--- src/hw/rtl/sfr_pkg.sv ---
// Types and constants of the stream find-and-replace core.
// Used by every RTL file of the block; depends on nothing.
package sfr_pkg;

   // Number of match cells and output queue cells.
   localparam int unsigned CELL_COUNT = 8;
   localparam int unsigned CSR_ADDR_WIDTH = 5;
   localparam int unsigned CSR_DATA_WIDTH = 64;

   typedef enum logic [1:0] {
      CSR_PATTERN_BYTES     = 2'd0,
      CSR_PATTERN_LEN       = 2'd1,
      CSR_REPLACEMENT_BYTES = 2'd2,
      CSR_REPLACEMENT_LEN   = 2'd3
   } csr_index_type;

   typedef struct packed {
      logic [7:0] in_byte;
      logic       string_end;
   } req_payload_type;

   typedef struct packed {
      logic [7:0] out_byte;
      logic       has_byte;
      logic       end_of_string;
      logic       last_in_run;
   } rsp_payload_type;

   // Load control of one match cell.
   typedef struct packed {
      logic       load;
      logic [7:0] load_byte;
   } match_ctrl_type;

   // Control of one output queue cell.
   typedef struct packed {
      logic load;
      logic shift;
   } queue_ctrl_type;

endpackage

--- src/hw/rtl/stream_find_replace_core.sv ---
// An accepted item's results pass through the output queue cells and then the output register to rsp.
// Throughput: one item per cycle while each item yields at most one result and rsp
// is not stalled; an item that yields several results (up to 8) holds off the next
// item until the 8-cell output queue, which drains one result per pop, is down to its last result.
// Reset: synchronous, clears registers, pending run, queue and output valid.
module stream_find_replace_core #(
   parameter int unsigned PATTERN_MAX     = 8,
   parameter int unsigned REPLACEMENT_MAX = 8
) (
   input  logic                                  clock,
   input  logic                                  reset,
   input  logic                                  req_valid,
   output logic                                  req_ready,
   input  sfr_pkg::req_payload_type              req_data,
   output logic                                  rsp_valid,
   input  logic                                  rsp_ready,
   output sfr_pkg::rsp_payload_type              rsp_data,
   input  logic                                  psel,
   input  logic                                  penable,
   input  logic                                  pwrite,
   input  logic [sfr_pkg::CSR_ADDR_WIDTH-1:0]    paddr,
   input  logic [sfr_pkg::CSR_DATA_WIDTH-1:0]    pwdata,
   output logic [sfr_pkg::CSR_DATA_WIDTH-1:0]    prdata,
   output logic                                  pready
);

   localparam int unsigned PatLim = (PATTERN_MAX < 8) ? PATTERN_MAX : 8;
   localparam int unsigned RepLim = (REPLACEMENT_MAX < 8) ? REPLACEMENT_MAX : 8;
   localparam int unsigned Cells  = sfr_pkg::CELL_COUNT;

   logic [63:0] pattern_bytes_ff;
   logic [3:0]  pattern_len_ff;
   logic [63:0] replacement_bytes_ff;
   logic [3:0]  replacement_len_ff;

   logic [2:0]  pcnt_ff;
   logic [2:0]  pcnt_in;
   logic [3:0]  qcnt_ff;
   logic [3:0]  qcnt_in;
   logic        rsp_valid_ff;
   logic        rsp_valid_in;
   sfr_pkg::rsp_payload_type rsp_data_ff;
   sfr_pkg::rsp_payload_type rsp_data_in;

   logic        accept;
   logic        pop;
   logic        csr_write;
   sfr_pkg::csr_index_type csr_index;

   logic [3:0]  n;
   logic [3:0]  plen;
   logic [3:0]  rlen;
   logic        full;
   logic [3:0]  cut;
   logic [3:0]  new_cnt;

   logic [7:0]  buf_w [Cells];
   logic [7:0]  eq_w [Cells];
   sfr_pkg::match_ctrl_type  mctrl [Cells];
   sfr_pkg::rsp_payload_type new_item [Cells];
   sfr_pkg::rsp_payload_type q_item [Cells];
   sfr_pkg::rsp_payload_type q_next [Cells];
   sfr_pkg::queue_ctrl_type  qctrl;

   // Configuration port: writes complete in the access phase.
   assign pready    = 1'b1;
   assign csr_write = psel && penable && pwrite && pready;
   assign csr_index = sfr_pkg::csr_index_type'(paddr[4:3]);

   always_ff @(posedge clock) begin
      if (reset) begin
         pattern_bytes_ff     <= '0;
         pattern_len_ff       <= '0;
         replacement_bytes_ff <= '0;
         replacement_len_ff   <= '0;
      end else if (csr_write) begin
         case (csr_index)
            sfr_pkg::CSR_PATTERN_BYTES:     pattern_bytes_ff     <= pwdata;
            sfr_pkg::CSR_PATTERN_LEN:       pattern_len_ff       <= pwdata[3:0];
            sfr_pkg::CSR_REPLACEMENT_BYTES: replacement_bytes_ff <= pwdata;
            sfr_pkg::CSR_REPLACEMENT_LEN:   replacement_len_ff   <= pwdata[3:0];
            default: ;
         endcase
      end
   end

   // Register read back.
   always_comb begin
      case (csr_index)
         sfr_pkg::CSR_PATTERN_BYTES:     prdata = pattern_bytes_ff;
         sfr_pkg::CSR_PATTERN_LEN:       prdata = {60'd0, pattern_len_ff};
         sfr_pkg::CSR_REPLACEMENT_BYTES: prdata = replacement_bytes_ff;
         sfr_pkg::CSR_REPLACEMENT_LEN:   prdata = {60'd0, replacement_len_ff};
         default:                        prdata = '0;
      endcase
   end

   // Lengths saturate at the configured bounds.
   assign plen = (pattern_len_ff > 4'(PatLim)) ? 4'(PatLim) : pattern_len_ff;
   assign rlen = (replacement_len_ff > 4'(RepLim)) ? 4'(RepLim) : replacement_len_ff;

   // Candidate run is the pending bytes plus the incoming byte.
   assign n = {1'b0, pcnt_ff} + 4'd1;

   // Row of match cells.
   for (genvar j = 0; j < Cells; j++) begin : g_match
      sfr_match_cell u_cell (
         .clock      (clock),
         .ctrl       (mctrl[j]),
         .take_input (3'(j) == pcnt_ff),
         .in_byte    (req_data.in_byte),
         .pattern    (pattern_bytes_ff),
         .cur_byte   (buf_w[j]),
         .eq         (eq_w[j])
      );
   end

   // Full match and the first shift that leaves a proper pattern prefix.
   always_comb begin
      logic ok;
      full = (n == plen);
      for (int k = 0; k < 8; k++) begin
         if ((4'(k) < n) && !eq_w[k][k]) begin
            full = 1'b0;
         end
      end
      cut = n;
      for (int s = 7; s >= 0; s--) begin
         ok = (4'(s) < n) && ((n - 4'(s)) < plen);
         for (int i = 0; i < 8 - s; i++) begin
            if ((4'(i) < (n - 4'(s))) && !eq_w[s+i][i]) begin
               ok = 1'b0;
            end
         end
         if (ok) begin
            cut = 4'(s);
         end
      end
   end

   // Burst of result items caused by the incoming item.
   always_comb begin
      if (full) begin
         new_cnt = rlen;
      end else if (req_data.string_end) begin
         new_cnt = n;
      end else begin
         new_cnt = cut;
      end
      for (int k = 0; k < 8; k++) begin
         new_item[k].out_byte      = full ? replacement_bytes_ff[8*k +: 8] : buf_w[k];
         new_item[k].has_byte      = 1'b1;
         new_item[k].end_of_string = 1'b0;
         new_item[k].last_in_run   = 1'b0;
      end
      // An end of string with nothing to emit becomes a marker item.
      if (req_data.string_end && (new_cnt == 4'd0)) begin
         new_cnt             = 4'd1;
         new_item[0].out_byte = 8'h00;
         new_item[0].has_byte = 1'b0;
      end
      for (int k = 0; k < 8; k++) begin
         if (4'(k) == (new_cnt - 4'd1)) begin
            new_item[k].last_in_run   = 1'b1;
            new_item[k].end_of_string = req_data.string_end;
         end
      end
   end

   // Pending run update: the match cells take the bytes after the cut.
   always_comb begin
      logic [4:0] idx;
      for (int j = 0; j < 8; j++) begin
         idx = {1'b0, cut} + 5'(j);
         mctrl[j].load       = accept;
         mctrl[j].load_byte  = (idx < 5'd8) ? buf_w[idx[2:0]] : 8'h00;
      end
   end

   assign pcnt_in = !accept ? pcnt_ff :
                    (full || req_data.string_end) ? 3'd0 : 3'(n - cut);

   // Output queue handshake.
   assign pop       = (qcnt_ff != 4'd0) && (!rsp_valid_ff || rsp_ready);
   assign req_ready = (qcnt_ff == 4'd0) || ((qcnt_ff == 4'd1) && pop);
   assign accept    = req_valid && req_ready;

   always_comb begin
      if (accept) begin
         qcnt_in = new_cnt;
      end else if (pop) begin
         qcnt_in = qcnt_ff - 4'd1;
      end else begin
         qcnt_in = qcnt_ff;
      end
   end

   assign qctrl.load  = accept;
   assign qctrl.shift = pop;

   // Row of queue cells; each shifts toward cell zero on a pop.
   for (genvar j = 0; j < Cells; j++) begin : g_queue
      if (j == Cells - 1) begin : g_tail
         assign q_next[j] = '0;
      end else begin : g_body
         assign q_next[j] = q_item[j+1];
      end
      sfr_queue_cell u_cell (
         .clock      (clock),
         .ctrl       (qctrl),
         .load_item  (new_item[j]),
         .shift_item (q_next[j]),
         .item       (q_item[j])
      );
   end

   // Output register fed from the head of the queue.
   assign rsp_valid_in = pop ? 1'b1 : (rsp_ready ? 1'b0 : rsp_valid_ff);
   assign rsp_data_in  = pop ? q_item[0] : rsp_data_ff;

   always_ff @(posedge clock) begin
      if (reset) begin
         pcnt_ff      <= '0;
         qcnt_ff      <= '0;
         rsp_valid_ff <= 1'b0;
      end else begin
         pcnt_ff      <= pcnt_in;
         qcnt_ff      <= qcnt_in;
         rsp_valid_ff <= rsp_valid_in;
      end
   end

   always_ff @(posedge clock) begin
      rsp_data_ff <= rsp_data_in;
   end

   assign rsp_valid = rsp_valid_ff;
   assign rsp_data  = rsp_data_ff;

endmodule

--- src/hw/rtl/sfr_match_cell.sv ---
// One match cell: holds a pending byte and compares the byte at its position
// against every pattern byte. Depends on sfr_pkg.
module sfr_match_cell (
   input  logic                  clock,
   input  sfr_pkg::match_ctrl_type ctrl,
   input  logic                  take_input,
   input  logic [7:0]            in_byte,
   input  logic [63:0]           pattern,
   output logic [7:0]            cur_byte,
   output logic [7:0]            eq
);

   logic [7:0] pend_ff;
   logic [7:0] pend_in;

   // The pending byte is replaced only when an item is accepted.
   assign pend_in = ctrl.load ? ctrl.load_byte : pend_ff;

   always_ff @(posedge clock) begin
      pend_ff <= pend_in;
   end

   // The cell just past the pending run shows the incoming byte.
   assign cur_byte = take_input ? in_byte : pend_ff;

   // Compare against each pattern byte.
   always_comb begin
      for (int i = 0; i < 8; i++) begin
         eq[i] = (cur_byte == pattern[8*i +: 8]);
      end
   end

endmodule

--- src/hw/rtl/sfr_queue_cell.sv ---
// One output queue cell: holds one result item and hands it toward the head.
// Depends on sfr_pkg.
module sfr_queue_cell (
   input  logic                     clock,
   input  sfr_pkg::queue_ctrl_type  ctrl,
   input  sfr_pkg::rsp_payload_type load_item,
   input  sfr_pkg::rsp_payload_type shift_item,
   output sfr_pkg::rsp_payload_type item
);

   sfr_pkg::rsp_payload_type item_ff;
   sfr_pkg::rsp_payload_type item_in;

   // A new burst overrides the shift from the neighbor.
   always_comb begin
      if (ctrl.load) begin
         item_in = load_item;
      end else if (ctrl.shift) begin
         item_in = shift_item;
      end else begin
         item_in = item_ff;
      end
   end

   always_ff @(posedge clock) begin
      item_ff <= item_in;
   end

   assign item = item_ff;

endmodule

--- config.mk ---
export PLATFORM = sky130hd
export DESIGN_NAME = stream_find_replace_core
export DESIGN_NICKNAME = d
export VERILOG_FILES = /design/src/hw/rtl/sfr_pkg.sv /design/src/hw/rtl/stream_find_replace_core.sv /design/src/hw/rtl/sfr_match_cell.sv /design/src/hw/rtl/sfr_queue_cell.sv
export SDC_FILE = /design/constraint.sdc
export NUM_CORES = 1
export LEC_CHECK = 0
export BUFFER_PORTS_ARGS = -buffer_cell sky130_fd_sc_hd__buf_2
export CAP_MARGIN = 5
export CELL_PAD_IN_SITES_DETAIL_PLACEMENT = 0
export CELL_PAD_IN_SITES_GLOBAL_PLACEMENT = 1
export CORE_ASPECT_RATIO = 1.5
export CORE_MARGIN = 2
export CORE_UTILIZATION = 45
export CTS_CLUSTER_SIZE = 12
export DETAILED_ROUTE_END_ITERATION = 8
export GPL_TIMING_DRIVEN = 0
export PLACE_DENSITY_LB_ADDON = 0.05
export SKIP_CTS_REPAIR_TIMING = 1
export SYNTH_ARGS = -nofsm -noshare
export SYNTH_HDL_FRONTEND = slang
export SYNTH_SLANG_ARGS = --single-unit
--- constraint.sdc ---
create_clock -name clock -period 21.1 [get_ports clock]
set_clock_uncertainty 0.2 [all_clocks]
set_input_delay 6.33 -clock clock [delete_from_list [all_inputs] [get_ports clock]]
set_output_delay 6.33 -clock clock [all_outputs]
set_load 0.1 [all_outputs]
==> impl_metrics.ini, run 1 <==
[outcome]
status = finished with violations
failed_checks = max-capacitance violations

[global_routing]
grt_pass1_wl_um = 161000
grt_pass1_vias = 21800
track_usage_pct = 44.7
grt_overflow = 0
grt_max_degree = 65
antenna_found_initial = 3

[routing]
detail-route-antenna-nets = 0
vias_per_cell = 6.42
drc = 0
totalWireLength_um = 117000
first_pass_iters = 7
wl_per_cell_um = 33.6
drt_iter0_markers = 2607
via_count = 22400

[run]
drv_cap = 1

[final_layout]
nets = 2920
multi_input_area_mm2 = 0.0134
final-seq-area_mm2 = 0.00771
drive_gt1_share_pct = 12.2
area_delta_synth_final_pct = 12.4
nFillCells = 4854

[setup_path]
reg2reg_setup_slack_ps = 11410
crit_chain = clkbuf_1 > buf_1 > buf_1 > mux2i_1 > nor2_1 > buf_2
r2r-end = g_match[1].u_cell.pend_ff[0]
critPathLaunchType = primary input
critical_path.most_common_cell = buf_1
cp_data_required_time_ps = 14570
worstSetupPathType = in2out
crit_family = buffers and inverters
crit_slowest_cell = buf_1
r2r-start = pcnt_ff[0]
slowest_delay_ps = 1060
worstPathArrival_ps = 9320
reg2reg_depth = 20
crit_fanout = 10
cp-end-kind = output port
path_buf_inv = 4

[placed_design]
place_ws_ps = 5370
dpl.hpwl_um = 90800
place_congestion = 1.07
io_buffer_count = 147

[clock_network]
insertion_delay_ps = 570
cts-root-buf = clkbuf_16
path_clk_slew_ps = 50
cts_tree = yes
cts_sinks = 307
cts_max_level = 2
cts-buffers-inserted = 35
clock_path_buffers = 3

[timing]
whs_ps = 220
hold_viol_final = 0
min_period_over_period_pct = 75.1
slew_headroom_pct = 0.0502
rsz0062_at_grt = false
setup_violations = 0
fmax_ghz = 0.0631
worst_pin_slew_ps = 1460
fin_tns_setup_ps = 0
worst_slack_ps = 5250
fin_crit_ps = 15850
drv_slew = 0

[power]
irDropWorstVdd_v = 0.0000939
p_int_uw = 1470
p_switching_uw = 1080
pwr-share-seq_pct = 35.8
power.share.clock_pct = 24.2
pwr-share-comb_pct = 40.0
leakagePower_uw = 0.00915
switching_share_pct = 42.3
pwr_density_cell_mw_per_mm2 = 101

[synthesis]
synthesis.nets = 2733
ys_seq_area_share_pct = 34.4
synth.area.top_cells = edfxtp_1 21%, dfxtp_1 13%, xnor2_1 8.1%
yosysUniqueCellTypes = 82
synth_area_leader_cell = edfxtp_1
synth.cell_area_mm2 = 0.0224
ys.flop_type = edfxtp_1
synth-edff-count = 156
yosysWarningCount = 0
syn_inst = 2603
synthArstFlopShare_pct = 0
synth.most_common_cell = nand2_1
netlist.area_leader.share_pct = 20.9
syn_avg_cell_area_um2 = 8.61
synthTopCellsByCount = 354 x nand2_1, 223 x a21oi_1, 208 x xnor2_1
synth_seq_cells = 307

[hold_path]
worstHoldStart = g_queue[0].u_cell.item[1]
worstHoldPathType = reg2reg
hold_end = rsp_data[1]
hold-path-cell-count = 0

[die]
start_util_pct = 45.3
die_w_um = 186
core_region_area_mm2 = 0.0494
design.portCount = 163
dieArea_mm2 = 0.0516
row_count = 100
die_y_um = 277
==> registers in the layout, indices dropped and copies added (netlist names) <==
register                cells
g_queue.u_cell.item        88
pcnt_ff                     3
g_match.u_cell.pend_ff     64
pattern_bytes_ff           64
rsp_data                   11
rsp_valid                   1
qcnt_ff                     4
pattern_len_ff              4
replacement_bytes_ff       64
replacement_len_ff          4
==> logic make-up (layout without fill, tap and decap cells) <==
logic type      after synthesis  count (layout)  synth area share (%)
fa+ha+maj                    45              45                  2.55
other cells                   1               2                0.0167
flops                       307             307                  34.4
buf+inv                     323             537                  6.06
mux                         236             236                  12.6
simple gates                834             834                  17.0
xor+xnor                    292             292                  11.4
compound gates              565             565                  16.0
==> cell usage in the layout (no fill, tap or decap), drive strengths merged, types with 72 or more instances in the layout <==
master / n
xnor2: 208
clkbuf: 207
dfxtp: 151
nand2: 354
mux2i: 195
edfxtp: 156
nor2: 192
o21ai: 98
inv: 78
a21oi: 223
nand3: 72
buf: 241
xor2: 84
==> power groups by stage <==
stage               sequential, uW  clock [uW]  combinational [uW]
finish                         916         617                1020
global route                   925         638                1060
CTS                            914         620                 989
detailed placement             924           0                 987
global placement               941           0                 956
floorplan                      994           0                 552
==> routing by layer <==
| metal | vias up | wire [um] | GRT usage (%) |
|---|---|---|---|
| li1 | 9586 | - | - |
| met1 | 10800 | 40300 | 49.9 |
| met2 | 1440 | 53100 | 70.5 |
| met3 | 546 | 10200 | 9.19 |
| met4 | 2 | 13300 | 41.3 |
| met5 | - | 12 | 0 |
==> how the worst max path moves through the flow <==
stage	cells past startpoint	slack [ps]	end	start
after floorplan	5	5800	prdata[11]	paddr[4]
final	6	5250	prdata[27]	paddr[4]
after detailed placement	6	5370	prdata[27]	paddr[4]
after global routing	6	5250	prdata[10]	paddr[4]
after CTS	6	5360	prdata[27]	paddr[4]
after global placement	6	5410	prdata[29]	paddr[4]
==> area by class of cell <==
type	count	area share, %
inverter	77	1.15
tap	663	3.29
timing repair buffer	150	3.18
clock inverter	12	0.522
clock buffer	52	3.94
sequential	307	30.6
antenna	1	0.00994
buffer	246	4.26
multi-input combinational	1973	53.0
==> worst reg2reg max path, stage by stage (launching register included) <==
cell       delay [ps]
dfxtp_1           580
ha_1              360
ha_1              290
buf_4             210
buf_6             200
mux2i_1          1000
buf_2             610
xnor2_1           130
nor4_1            720
a21oi_1           370
a2111oi_0         450
and4_1            470
nor2_1            130
a211oi_4          580
inv_2             400
ha_1              420
clkbuf_1          280
inv_2             310
buf_1             640
mux4_2            650
a211oi_1          450
==> stage by stage <==
| step | cell area [um2] | std cells | power [uW] | utilization (%) |
|---|---|---|---|---|
| after floorplan | 22400 | 2603 | 1550 | - |
| after global placement | 24000 | 3413 | 1900 | 48.5 |
| after detailed placement | 24100 | 3416 | 1910 | 48.7 |
| after CTS | 25200 | 3480 | 2520 | 50.9 |
| after global routing | 25200 | 3480 | 2620 | 50.9 |
| final | 25200 | 3481 | 2560 | 51.0 |
Note: power is estimated with default switching activity, not from simulation.
==> inputs of run 2 (changes only) <==
--- a/config.mk
+++ b/config.mk
@@ -11,7 +11,7 @@
 export CELL_PAD_IN_SITES_GLOBAL_PLACEMENT = 1
 export CORE_ASPECT_RATIO = 1.5
 export CORE_MARGIN = 2
-export CORE_UTILIZATION = 45
+export CORE_UTILIZATION = 43
 export CTS_CLUSTER_SIZE = 12
 export DETAILED_ROUTE_END_ITERATION = 8
 export GPL_TIMING_DRIVEN = 0
==> constraint.sdc (replaced) <==
create_clock -name clock -period 12.95 [get_ports clock]
set_clock_uncertainty 0.2 [all_clocks]
set_input_delay 3.885 -clock clock [delete_from_list [all_inputs] [get_ports clock]]
set_output_delay 3.885 -clock clock [all_outputs]
set_load 0.1 [all_outputs]
==> run 2 against run 1 <==
  * The run now ends clean
  * Power grew 61%
  * Clock power grew 57%
  * First-iteration DRC count shrank 3.3%
  * Non-clock buffer count grew 1
  * Setup slack lost 4300 ps
  * Worst hold slack is essentially flat
  * Core utilization shrank 2.2 points
  * Critical path type is now in2reg
  * Critical endpoint is now g_match[1].u_cell.pend_ff[0]
==> impl_metrics.ini, run 2 (synthesis gave the netlist of run 1 again) <==
[outcome]
status = complete, no violations

[placed_design]
dpl-instance-area_mm2 = 0.0241
dpl.hpwl_um = 91300
place_congestion = 1.07
io_buffer_count = 147

[global_routing]
track_usage_pct = 42.3
grt_max_degree = 72
grt_pass1_wl_um = 161000
met3_usage_pct = 6.62
grt_util_met2_pct = 68.2
grt_overflow = 0
grt.busiest_layer = met2
use_met1_pct = 47.9
grt_pass1_vias = 21500
antenna_found_initial = 4

[power]
pwr_density_cell_mw_per_mm2 = 164
pwr-share-comb_pct = 40.4
pwr-share-seq_pct = 36.1
p_int_uw = 2370
irDropWorstVdd_v = 0.000252
switching_share_pct = 42.5
p_switching_uw = 1750
power_uw = 4130
leakagePower_uw = 0.00914
power.share.clock_pct = 23.5

[setup_path]
crit_fanout = 13
path_buf_inv = 6
worstPathArrival_ps = 12040
cp-end-kind = flop
crit_chain = buf_2 > mux2i_1 > buf_2 > xnor2_1 > nor4_1 > a21oi_1 > a2111oi_0 > and4_1 > nor2_1 > a211oi_4 > inv_2 > ha_1 > clkbuf_1 > inv_2 > buf_1 > mux4_2 > a211oi_1
crit_family = buffers and inverters
worstSetupPathType = in2reg
cp_data_required_time_ps = 12990
slowest_delay_ps = 1130
crit_slowest_cell = mux2i_1
critPathLaunchType = primary input

[routing]
wl_per_cell_um = 33.2
via_count = 22100
detail-route-antenna-nets = 0
drt_iter0_markers = 2521
first_pass_iters = 5
drc = 0
vias_per_cell = 6.32
totalWireLength_um = 116000

[final_layout]
largest_register_ffs = 88
drive_gt1_share_pct = 12.1
nets = 2920
nFillCells = 5269
mostFrequentLayoutCells = 353 x nand2_1, 223 x a21oi_1, 208 x xnor2_1
area_delta_synth_final_pct = 12.2
mostFrequentLayoutCell = nand2_1
final_area_mm2 = 0.0251

[timing]
fmax_ghz = 0.0833
rsz0062_at_grt = false
whs_ps = 221
fin_tns_setup_ps = 0
slew_headroom_pct = 4.59
worst_pin_slew_ps = 1420
min_period_over_period_pct = 92.7
fin_crit_ps = 12000
drv_slew = 0
setup_violations = 0
hold_viol_final = 0

[hold_path]
worstHoldPathType = reg2reg

[die]
row_count = 102
core_region_area_mm2 = 0.0516
design.portCount = 163
die_y_um = 284
dieArea_mm2 = 0.0540
die_w_um = 190
start_util_pct = 43.5

[clock_network]
cts_max_level = 2
cts_sinks = 307
cts-buffers-inserted = 34
insertion_delay_ps = 580
cts_tree = yes
cts-root-buf = clkbuf_16
path_clk_slew_ps = 60
clock_path_buffers = 3

[run]
drv_cap = 0
[run 2: layout make-up]
cell class                      count  area, um2  share of cell area [%]
Sequential cell                   307       7710                    30.6
Antenna cell                        2       5.00                  0.0199
Buffer                            246       1070                    4.26
Multi-Input combinational cell   1973      13400                    53.1
Clock inverter                      7       80.1                   0.318
Timing Repair Buffer              151        813                    3.23
Clock buffer                       55        980                    3.90
Tap cell                          676        846                    3.36
Inverter                           77        289                    1.15
[run 2: layer usage]
layer / up-vias / wire length, um
li1: 9585 / -
met1: 10700 / 41000
met2: 1315 / 53300
met4: 0 / 12900
met3: 435 / 8940
met5: - / 0
[run 2: worst register-to-register path, cell delays in order (launching register included)]
cell and delay (ps):
dfxtp_1 560, ha_1 360, ha_1 360, buf_4 220, buf_6 190, mux2i_1 1120
buf_2 630, xnor2_1 130, nor4_1 540, a21oi_1 400, a2111oi_0 430, and4_1 460
nor2_1 130, a211oi_4 620, inv_2 440, ha_1 410, clkbuf_1 230, inv_2 300
buf_1 630, mux4_2 640, a211oi_1 740
[run 2: per-stage QoR]
stage               instances  worst slack, ps  util [%]
floorplan                2603             2540         -
global placement         3426              774      46.5
detailed placement       3429              824      46.7
CTS                      3491             1390      48.7
global route             3492             1030      48.8
finish                   3494              945      48.8
[run 2: path summary, 6_finish.rpt]
path / from / end / slack (ps) / cells past startpoint
max: req_data[1] / g_match[1].u_cell.pend_ff[0] / 950 / 17
min: g_queue[0].u_cell.item[9] / rsp_data[9] / 220 / 0
max reg2reg: pcnt_ff[0] / g_match[1].u_cell.pend_ff[0] / 2880 / 20
min reg2reg: g_queue[0].u_cell.item[9] / rsp_data[9] / 220 / 0
[run 2: power by group through the flow]
stage	Clock (uW)	Combinational, uW	Sequential (uW)
after global routing	1010	1730	1500
after global placement	0	1570	1530
after detailed placement	0	1610	1500
after floorplan	0	899	1620
after CTS	971	1620	1490
final	970	1670	1490
==> inputs of run 3 (changes only) <==
--- a/config.mk
+++ b/config.mk
@@ -11,7 +11,7 @@
 export CELL_PAD_IN_SITES_GLOBAL_PLACEMENT = 1
 export CORE_ASPECT_RATIO = 1.5
 export CORE_MARGIN = 2
-export CORE_UTILIZATION = 43
+export CORE_UTILIZATION = 45
 export CTS_CLUSTER_SIZE = 12
 export DETAILED_ROUTE_END_ITERATION = 8
 export GPL_TIMING_DRIVEN = 0
@@ -19,4 +19,5 @@
 export SKIP_CTS_REPAIR_TIMING = 1
 export SYNTH_ARGS = -nofsm -noshare
 export SYNTH_HDL_FRONTEND = slang
+export SYNTH_HIERARCHICAL = 1
 export SYNTH_SLANG_ARGS = --single-unit
==> run 3 against run 2 <==
  * Synthesized cell count down 14%
  * Sequential cell count unchanged
  * Via count down 15%
  * Largest power group unchanged
  * Power up 1.3%
  * Highest routed layer is now met5
  * Setup slack better by 1200 ps
  * Non-clock buffer count down 109
==> impl_metrics.ini, run 3 <==
[die]
start_util_pct = 45.3
dieArea_mm2 = 0.0525
core_region_area_mm2 = 0.0503
die_w_um = 188
design.portCount = 163
die_y_um = 280
row_count = 101

[routing]
first_pass_iters = 6
via_count = 18900
drc = 0
totalWireLength_um = 97500
wl_per_cell_um = 30.9
drt_iter0_markers = 1823
vias_per_cell = 5.98
detail-route-antenna-nets = 0

[setup_path]
r2r-start = pcnt_ff[0]
worstSetupPathType = in2out
slowest_delay_ps = 1030
r2r-end = g_match[1].u_cell/pend_ff[5]
crit_chain = clkbuf_1 > buf_1 > clkbuf_1 > mux2i_1 > nor2_1 > buf_2
reg2reg_setup_slack_ps = 4600
critPathLaunchType = primary input
crit_fanout = 10
critical_path.most_common_cell = clkbuf_1
reg2reg_depth = 21
cp-end-kind = output port
crit_slowest_cell = clkbuf_1
worstPathArrival_ps = 6750
cp_data_required_time_ps = 8860

[global_routing]
track_usage_pct = 36.6
grt_max_degree = 51
grt_overflow = 0
antenna_found_initial = 2
grt_pass1_vias = 18300
grt_pass1_wl_um = 135000

[clock_network]
cts-buffers-inserted = 35
cts-root-buf = clkbuf_16
cts_sinks = 307
insertion_delay_ps = 540
path_clk_slew_ps = 60
clock_path_buffers = 3
cts_max_level = 2
cts_tree = yes

[placed_design]
place_congestion = 1.02
io_buffer_count = 155
dpl-instance-area_mm2 = 0.0246
dpl.hpwl_um = 75700

[final_layout]
final-seq-area_mm2 = 0.00778
drive_gt1_share_pct = 22.2
nets = 2589
area_delta_synth_final_pct = 12.5
multi_input_area_mm2 = 0.0140
mostFrequentLayoutCells = 293 x xor2_1, 289 x nand2_1, 166 x buf_2
final_area_mm2 = 0.0257
mostFrequentLayoutCell = xor2_1
nFillCells = 4866
largest_register_ffs = 88

[hold_path]
worstHoldStart = g_queue[0].u_cell/item[5]
hold_end = rsp_data[5]
hold-path-cell-count = 0
worstHoldPathType = reg2reg

[timing]
hold_viol_final = 0
rsz0062_at_grt = false
fin_tns_setup_ps = 0
setup_violations = 0
whs_ps = 216
fmax_ghz = 0.0923
min_period_over_period_pct = 83.7
worst_pin_slew_ps = 1430
drv_slew = 0
fin_crit_ps = 10840
slew_headroom_pct = 4.52

[outcome]
status = complete, no violations

[power]
power_uw = 4180
irDropWorstVdd_v = 0.000287
leakagePower_uw = 0.0108
pwr_density_cell_mw_per_mm2 = 163

[synthesis]
yosysWarningCount = 6
syn_avg_cell_area_um2 = 10.2
syn_inst = 2244
synth.cell_area_mm2 = 0.0228

[run]
drv_cap = 0
==> run 3: metal layers <==
metal | wire length [um] | global-route usage (%) | part of all wire [%] | vias up
met5 | 30 | 0 | 0.031 | -
met4 | 9850 | 31.0 | 10 | 4
met3 | 6440 | 5.58 | 6.6 | 326
met2 | 45600 | 60.4 | 47 | 954
met1 | 35600 | 41.6 | 36 | 9197
li1 | - | - | - | 8377
==> run 3: worst max path at each step <==
stage,startpoint,end,cells after the start
floorplan,paddr[4],prdata[10],5
global placement,paddr[4],prdata[6],6
detailed placement,paddr[4],prdata[7],6
CTS,paddr[4],prdata[7],6
global route,paddr[4],prdata[7],6
finish,paddr[4],prdata[12],6
==> run 3: power by group <==
| part | total (uW) | internal, uW | switching, uW |
|---|---|---|---|
| logic | 1690 | 628 | 1060 |
| clock network | 963 | 546 | 417 |
| registers | 1520 | 1420 | 108 |
| total | 4180 | 2590 | 1590 |
==> run 3: critical path, delay by kind of cell <==
family / cells / cell delay (ps)
AND/OR/NAND/NOR: 1 / 250
buffers and inverters: 4 / 2390
multiplexers: 1 / 210
==> run 3: area by class of cell <==
class / instances / share of cell area, %
plain buffers: 126 / 2.72
flip-flops and latches: 307 / 30.3
clock buffers: 53 / 3.80
diodes: 1 / 0.00976
multi-input cells: 1733 / 54.7
inverters: 95 / 1.40
clock inverters: 10 / 0.390
well taps: 669 / 3.26
repair buffers: 162 / 3.38
==> run 3: stage by stage <==
| step | worst slack, ps | cells | utilization, % |
|---|---|---|---|
| floorplan | 2540 | 2261 | - |
| global placement | 1920 | 3085 | 48.7 |
| detailed placement | 2160 | 3090 | 48.8 |
| CTS | 2170 | 3153 | 51.0 |
| global route | 2010 | 3155 | 51.0 |
| finish | 2110 | 3156 | 51.0 |
